## src/rtl/frame_parser_xor_checksum_top_macros.svh

```systemverilog
// Assertion macros for the frame parser.
`ifndef FRAME_PARSER_XOR_CHECKSUM_TOP_MACROS_SVH
`define FRAME_PARSER_XOR_CHECKSUM_TOP_MACROS_SVH

`ifndef SYNTHESIS

// Same-cycle implication.
`define FPXC_ASSERT_NOW(label, clk, rst, ante, cons) \
   label: assert property (@(posedge clk) disable iff (rst) (ante) |-> (cons)) \
      else $error("frame parser assertion failed");

// Next-cycle implication.
`define FPXC_ASSERT_NEXT(label, clk, rst, ante, cons) \
   label: assert property (@(posedge clk) disable iff (rst) (ante) |=> (cons)) \
      else $error("frame parser assertion failed");

`else

`define FPXC_ASSERT_NOW(label, clk, rst, ante, cons)
`define FPXC_ASSERT_NEXT(label, clk, rst, ante, cons)

`endif

`endif

```

## src/rtl/fpxc_pkg.sv

```systemverilog
package fpxc_pkg;

   localparam logic [7:0] CH_U     = 8'h55;
   localparam logic [7:0] CH_N     = 8'h4E;
   localparam logic [7:0] CH_E     = 8'h45;
   localparam logic [7:0] CH_R     = 8'h52;
   localparam logic [7:0] CH_COLON = 8'h3A;

   localparam logic [7:0] HDR_XOR  = CH_U ^ CH_N ^ CH_E ^ CH_R ^ CH_COLON;

   typedef struct packed {
      logic       payload_valid;
      logic [7:0] payload_byte;
      logic       frame_end;
      logic       frame_good;
   } rsp_type;

endpackage

```

## src/rtl/fpxc_parser.sv

```systemverilog
module fpxc_parser (
   input  logic             clock,
   input  logic             reset,
   input  logic             step,
   input  logic [7:0]       rx_byte,
   output fpxc_pkg::rsp_type result
);

   typedef enum logic [2:0] {
      ST_START   = 3'd0,
      ST_HDR_N   = 3'd1,
      ST_HDR_E   = 3'd2,
      ST_HDR_R   = 3'd3,
      ST_LENGTH  = 3'd4,
      ST_TOKEN   = 3'd5,
      ST_PAYLOAD = 3'd6
   } state_type;

   state_type  state_ff, state_in;
   logic [7:0] count_ff, count_in;
   logic [7:0] xor_ff, xor_in;
   logic [7:0] count_eff;

   always_comb begin
      state_in  = state_ff;
      count_in  = count_ff;
      xor_in    = xor_ff;
      result    = '0;
      count_eff = (count_ff == 8'd0) ? 8'd255 : count_ff;
      unique case (state_ff)
         ST_HDR_N, ST_HDR_E, ST_HDR_R: begin
            if ((state_ff == ST_HDR_N && rx_byte == fpxc_pkg::CH_N) ||
                (state_ff == ST_HDR_E && rx_byte == fpxc_pkg::CH_E)) begin
               state_in = state_type'(state_ff + 3'd1);
            end else if (state_ff == ST_HDR_R && rx_byte == fpxc_pkg::CH_R) begin
               state_in = ST_LENGTH;
            end else if (rx_byte == fpxc_pkg::CH_U) begin
               state_in = ST_HDR_N;
               xor_in   = 8'd0;
            end else begin
               state_in = ST_START;
            end
         end
         ST_LENGTH: begin
            count_in = rx_byte;
            state_in = ST_TOKEN;
         end
         ST_TOKEN: begin
            if (rx_byte == fpxc_pkg::CH_COLON) begin
               xor_in   = fpxc_pkg::HDR_XOR ^ count_ff;
               state_in = ST_PAYLOAD;
            end else if (rx_byte == fpxc_pkg::CH_U) begin
               state_in = ST_HDR_N;
               xor_in   = 8'd0;
            end else begin
               state_in = ST_START;
            end
         end
         ST_PAYLOAD: begin
            if (count_eff > 8'd1) begin
               xor_in               = xor_ff ^ rx_byte;
               count_in             = count_eff - 8'd1;
               result.payload_valid = 1'b1;
               result.payload_byte  = rx_byte;
            end else begin
               count_in          = 8'd0;
               result.frame_end  = 1'b1;
               result.frame_good = (xor_ff == rx_byte);
               if (rx_byte == fpxc_pkg::CH_U) begin
                  state_in = ST_HDR_N;
                  xor_in   = 8'd0;
               end else begin
                  state_in = ST_START;
               end
            end
         end
         default: begin
            if (rx_byte == fpxc_pkg::CH_U) begin
               state_in = ST_HDR_N;
               xor_in   = 8'd0;
            end else begin
               state_in = ST_START;
            end
         end
      endcase
   end

   always_ff @(posedge clock) begin
      if (reset) begin
         state_ff <= ST_START;
         count_ff <= 8'd0;
         xor_ff   <= 8'd0;
      end else if (step) begin
         state_ff <= state_in;
         count_ff <= count_in;
         xor_ff   <= xor_in;
      end
   end

endmodule

```

## src/rtl/frame_parser_xor_checksum_top.sv

```systemverilog
// Length-prefixed frame parser with XOR checksum.
// Input channel (req_): one received byte per beat on req_rx_byte, qualified by
// req_valid; the block raises req_stall when it cannot take a beat.
// Result channel (rsp_): exactly one result beat per input beat, in order:
// rsp_payload_valid/rsp_payload_byte for payload bytes, rsp_frame_end and
// rsp_frame_good on the checksum byte that closes a frame, all zero otherwise.
// Frames: 'U' 'N' 'E' 'R', length n, ':', n-1 payload bytes (254 if n is 0), checksum byte.
// Output: each result is registered in the output stage when its byte is accepted.
// Throughput: one byte per cycle while req_stall is low; the parser state updates on each accepted byte.
// Stall: a two-entry output stage holds results; req_stall rises only once
// both entries are full, so input can still be accepted after rsp_stall rises.
// Reset: synchronous, active high; the parser returns to hunting for 'U' and
// all buffered results are dropped.
`include "frame_parser_xor_checksum_top_macros.svh"

module frame_parser_xor_checksum_top (
   input  logic       clock,
   input  logic       reset,
   input  logic       req_valid,
   output logic       req_stall,
   input  logic [7:0] req_rx_byte,
   output logic       rsp_valid,
   input  logic       rsp_stall,
   output logic       rsp_payload_valid,
   output logic [7:0] rsp_payload_byte,
   output logic       rsp_frame_end,
   output logic       rsp_frame_good
);

   fpxc_pkg::rsp_type result;
   fpxc_pkg::rsp_type out_ff;
   fpxc_pkg::rsp_type skid_ff;
   logic              out_valid_ff;
   logic              skid_valid_ff;
   logic              accept;
   logic              take;

   assign accept = req_valid && !skid_valid_ff;
   assign take   = out_valid_ff && !rsp_stall;

   fpxc_parser u_parser (
      .clock   (clock),
      .reset   (reset),
      .step    (accept),
      .rx_byte (req_rx_byte),
      .result  (result)
   );

   always_ff @(posedge clock) begin
      if (reset) begin
         out_valid_ff  <= 1'b0;
         skid_valid_ff <= 1'b0;
      end else if (skid_valid_ff) begin
         if (take) begin
            out_valid_ff  <= 1'b1;
            skid_valid_ff <= 1'b0;
         end
      end else if (accept && out_valid_ff && !take) begin
         skid_valid_ff <= 1'b1;
      end else if (accept) begin
         out_valid_ff <= 1'b1;
      end else if (take) begin
         out_valid_ff <= 1'b0;
      end
   end

   always_ff @(posedge clock) begin
      if (skid_valid_ff) begin
         if (take) begin
            out_ff <= skid_ff;
         end
      end else if (accept && out_valid_ff && !take) begin
         skid_ff <= result;
      end else if (accept) begin
         out_ff <= result;
      end
   end

   assign req_stall         = skid_valid_ff;
   assign rsp_valid         = out_valid_ff;
   assign rsp_payload_valid = out_ff.payload_valid;
   assign rsp_payload_byte  = out_ff.payload_byte;
   assign rsp_frame_end     = out_ff.frame_end;
   assign rsp_frame_good    = out_ff.frame_good;

   `FPXC_ASSERT_NOW(a_skid_needs_out, clock, reset, skid_valid_ff, out_valid_ff)
   `FPXC_ASSERT_NOW(a_kind_exclusive, clock, reset, out_valid_ff,
                    !(out_ff.payload_valid && out_ff.frame_end))
   `FPXC_ASSERT_NOW(a_good_needs_end, clock, reset, out_valid_ff && out_ff.frame_good,
                    out_ff.frame_end)
   `FPXC_ASSERT_NEXT(a_skid_drains, clock, reset, skid_valid_ff && !rsp_stall,
                     !skid_valid_ff && out_valid_ff)

endmodule
```

## config.mk

```make
export PLATFORM = sky130hd
export DESIGN_NAME = frame_parser_xor_checksum_top
export DESIGN_NICKNAME = d
export VERILOG_FILES = /design/src/rtl/fpxc_pkg.sv /design/src/rtl/fpxc_parser.sv /design/src/rtl/frame_parser_xor_checksum_top.sv
export VERILOG_INCLUDE_DIRS = /design/src /design/src/rtl
export SDC_FILE = /design/constraint.sdc
export NUM_CORES = 1
export LEC_CHECK = 0
export BUFFER_PORTS_ARGS = -buffer_cell sky130_fd_sc_hd__clkbuf_2
export CORE_MARGIN = 8
export CORE_UTILIZATION = 48
export DETAILED_ROUTE_END_ITERATION = 12
export GPL_TIMING_DRIVEN = 0
export PLACE_DENSITY = 0.64
export REMOVE_ABC_BUFFERS = 1
export SLEW_MARGIN = 40
export SYNTH_ARGS = -nofsm -noshare
export SYNTH_HDL_FRONTEND = slang
export SYNTH_SLANG_ARGS = --single-unit
```

## constraint.sdc

```tcl
create_clock -name clock -period 2.9 [get_ports clock]
set_clock_uncertainty 0.2 [all_clocks]
set_input_delay 0.29 -clock clock [delete_from_list [all_inputs] [get_ports clock]]
set_output_delay 0.29 -clock clock [all_outputs]
set_load 0.03 [all_outputs]
```

==> flow_summary.yaml <==
logic_synthesis:
  synth-async-reset-ratio_pct: 0
  yosys.area.top_type: "edfxtp_1"
  yosys_warnings: 0
  ys_ff_latch: 43
  post-synth-top-count-cell: "nand2_1"
  synth_area_leaders: "edfxtp_1, dfxtp_1, mux2_2"
  yosys_most_used_dff: "edfxtp_1"
  synth_edf_count: 22
  syn_inst: 240
  synth-seq-area-share_pct: 44.54
  synth.cells.most_frequent: "nand2_1, edfxtp_1, dfxtp_1"
  syn_avg_cell_area_um2: 10.11
  yosysTopAreaCellShare_pct: 27.22
  synthDistinctLibCells: 54
  syn_area_um2: 2427
power:
  p_int_mw: 1.063
  irDropWorstVdd_mv: 0.1850
  p_seq_share_pct: 48.4
  clockPowerShare_pct: 39.7
  p_leak_nw: 1.007
  total_power_mw: 1.401
  p_comb_share_pct: 12.0
  power_density_nw_per_um2: 512.1
  switchingPower_mw: 0.3382
  switching_share_pct: 24.14
die:
  core_area_um2: 4977
  rows: 26
  dieHeight_um: 87.11
  die_area_um2: 7588
  start_util_pct: 48.77
  ioPinCount: 25
  fp.dieW_um: 87.11
grt:
  grt_max_degree: 20
  antenna_found_initial: 0
  grt_pass1_vias: 1834
  grt_pass1_wl_mm: 8.983
  grt_overflow: 0
  track_usage_pct: 15.01
clock_network:
  clock_sinks: 43
  htreeDepth: 2
  ctsHoldBuffers: 0
  clk_path_buf_depth: 2
  cts_buffers: 5
  cts_tree: "yes"
  root_buffer: "clkbuf_8"
  worstSkewPairLatency_ns: 0.30
  clkSlewWorstSetupHoldPaths_ns: 0.09
placement:
  dpl.hpwl_mm: 3.855
  io_buffers: 24
  place_ws_ns: -0.1146
  finalWeightedCongestion: 0.8425
timing:
  finalHoldViolations: 0
  drv_slew: 0
  worstMarginPinSlew_ns: 0.7249
  finalSetupViolCount: 0
  fin_crit_sh_pct: 90.02
  fmax_mhz: 383.1
  rsz0062_at_grt: "no"
  hold_slack_ns: 0.08804
  final.min_clock_period_ns: 2.611
  relSlewSlack_pct: 51.67
  fin_setup_tns_ns: 0
  fin_ws_ns: 0.2895
outcome:
  status: "finished, final reports clean"
routing:
  vias: 1925
  drtPass1Iterations: 4
  drtAntennaViolNets: 0
  drc: 0
  routedWlPerCell_um: 16.23
  totalWireLength_mm: 5.406
  drtIter0Drc: 87
  vias_per_cell: 5.781
final_layout:
  finish.utilization_pct: 54.98
  nets: 281
  areaGrowthSynthToFinish_pct: 12.73
  diodes: 0
  drive_above_1_share_pct: 22.05
hold_path:
  hold_start: "rsp_stall"
  holdPathStages: 3
  holdPathEnd: "req_stall$_SDFF_PP0_"
  hold_path.class: "primary input to flop"
critical_path:
  r2r_slack_ns: 0.29
  end_kind: "flop"
  r2r_end: "u_parser.xor_ff[4]$_SDFFE_PP0P_"
  startpoint: "u_parser.state_ff[1]$_SDFFE_PP0P_"
  cp_data_required_time_ns: 2.86
  critical_path_class: "flop to flop"
  crit_fanout: 19
  r2r-start: "u_parser.state_ff[1]$_SDFFE_PP0P_"
  crit_arrival_ns: 2.57
  ff2ff_path_depth: 7
  startpoint_type: "flop"
flow_run:
  cap_violations: 0
## worst max-delay path by stage
stage | depth (start not counted) | slack, ns | endpoint
2_1_floorplan | 5 | 0.38 | rsp_payload_byte[0]$_DFFE_PP_
3_3_place_gp | 6 | -0.11 | rsp_payload_byte[1]$_DFFE_PP_
3_5_place_dp | 6 | -0.11 | rsp_payload_byte[0]$_DFFE_PP_
4_1_cts | 7 | 0.30 | u_parser.xor_ff[4]$_SDFFE_PP0P_
5_1_grt | 8 | 0.10 | u_parser.xor_ff[4]$_SDFFE_PP0P_
6_report | 7 | 0.29 | u_parser.xor_ff[4]$_SDFFE_PP0P_
## registers in the layout, summed over array words and instances, names as in the netlist, 3 cells and up
| signal | count |
|---|---|
| u_parser.count_ff | 8 |
| rsp_payload_byte | 8 |
| u_parser.state_ff | 3 |
| skid_ff | 11 |
| u_parser.xor_ff | 8 |
## layer usage
layer	vias to the layer above	GRT usage (%)	part of all wire, %
met5	-	0	0
met4	0	4.219	0.94
met3	7	3.868	6.6
met2	54	24.29	46
met1	916	19.13	46
li1	948	-	-
## critical path, stage by stage (launching register included)
cell and delay [ns]:
dfxtp_1 0.47, ha_1 0.24, and2_1 0.23, o41ai_4 0.13, inv_2 0.33, o22ai_1 0.13, a21oi_1 0.61, o2bb2ai_1 0.12
## layout make-up
class | instances | area [um2]
repair buffers | 26 | 135.1
inverters | 11 | 41.29
flip-flops and latches | 43 | 1081
clock inverters | 2 | 60.06
fillers | 461 | 2241
clock buffers | 6 | 72.57
well taps | 70 | 87.58
multi-input cells | 175 | 1259
## stage by stage
stage	instance area, um2	instances
final	2736	333
after global placement	2579	323
after global routing	2736	333
after floorplan	2371	229
after CTS	2730	333
after detailed placement	2590	324
## cell families after synthesis
logic type / count (synthesis) / synth area share, %
and+or+nand+nor: 89 / 20.41
AOI/OAI and AO/OA: 60 / 19.64
DFF: 43 / 44.54
buffers and inverters: 22 / 4.020
xor gates and xnor gates: 10 / 3.608
muxes: 9 / 4.175
adders and majority gates: 7 / 3.608
## repair_timing
action	CTS	global route
setup buffers	1	0
gates resized for setup	0	0
endpoints found under the setup margin	16	0
## cell usage in the layout (no fill, tap or decap), types with 9 or more instances in the layout
master,count
o21ai_0,10
inv_1,9
dfxtp_1,21
mux2_2,9
nor2_1,13
edfxtp_1,22
nor3_1,10
and2_1,9
clkbuf_2,24
nand2_1,26
## power by group through the flow
stage / clock [mW] / sequential [mW] / combinational (mW)
after floorplan: 0 / 0.720 / 0.0809
after global placement: 0 / 0.691 / 0.163
after detailed placement: 0 / 0.692 / 0.167
after CTS: 0.563 / 0.678 / 0.168
after global routing: 0.587 / 0.682 / 0.182
final: 0.556 / 0.678 / 0.168
No activity file was read; power rests on OpenSTA's default activity.
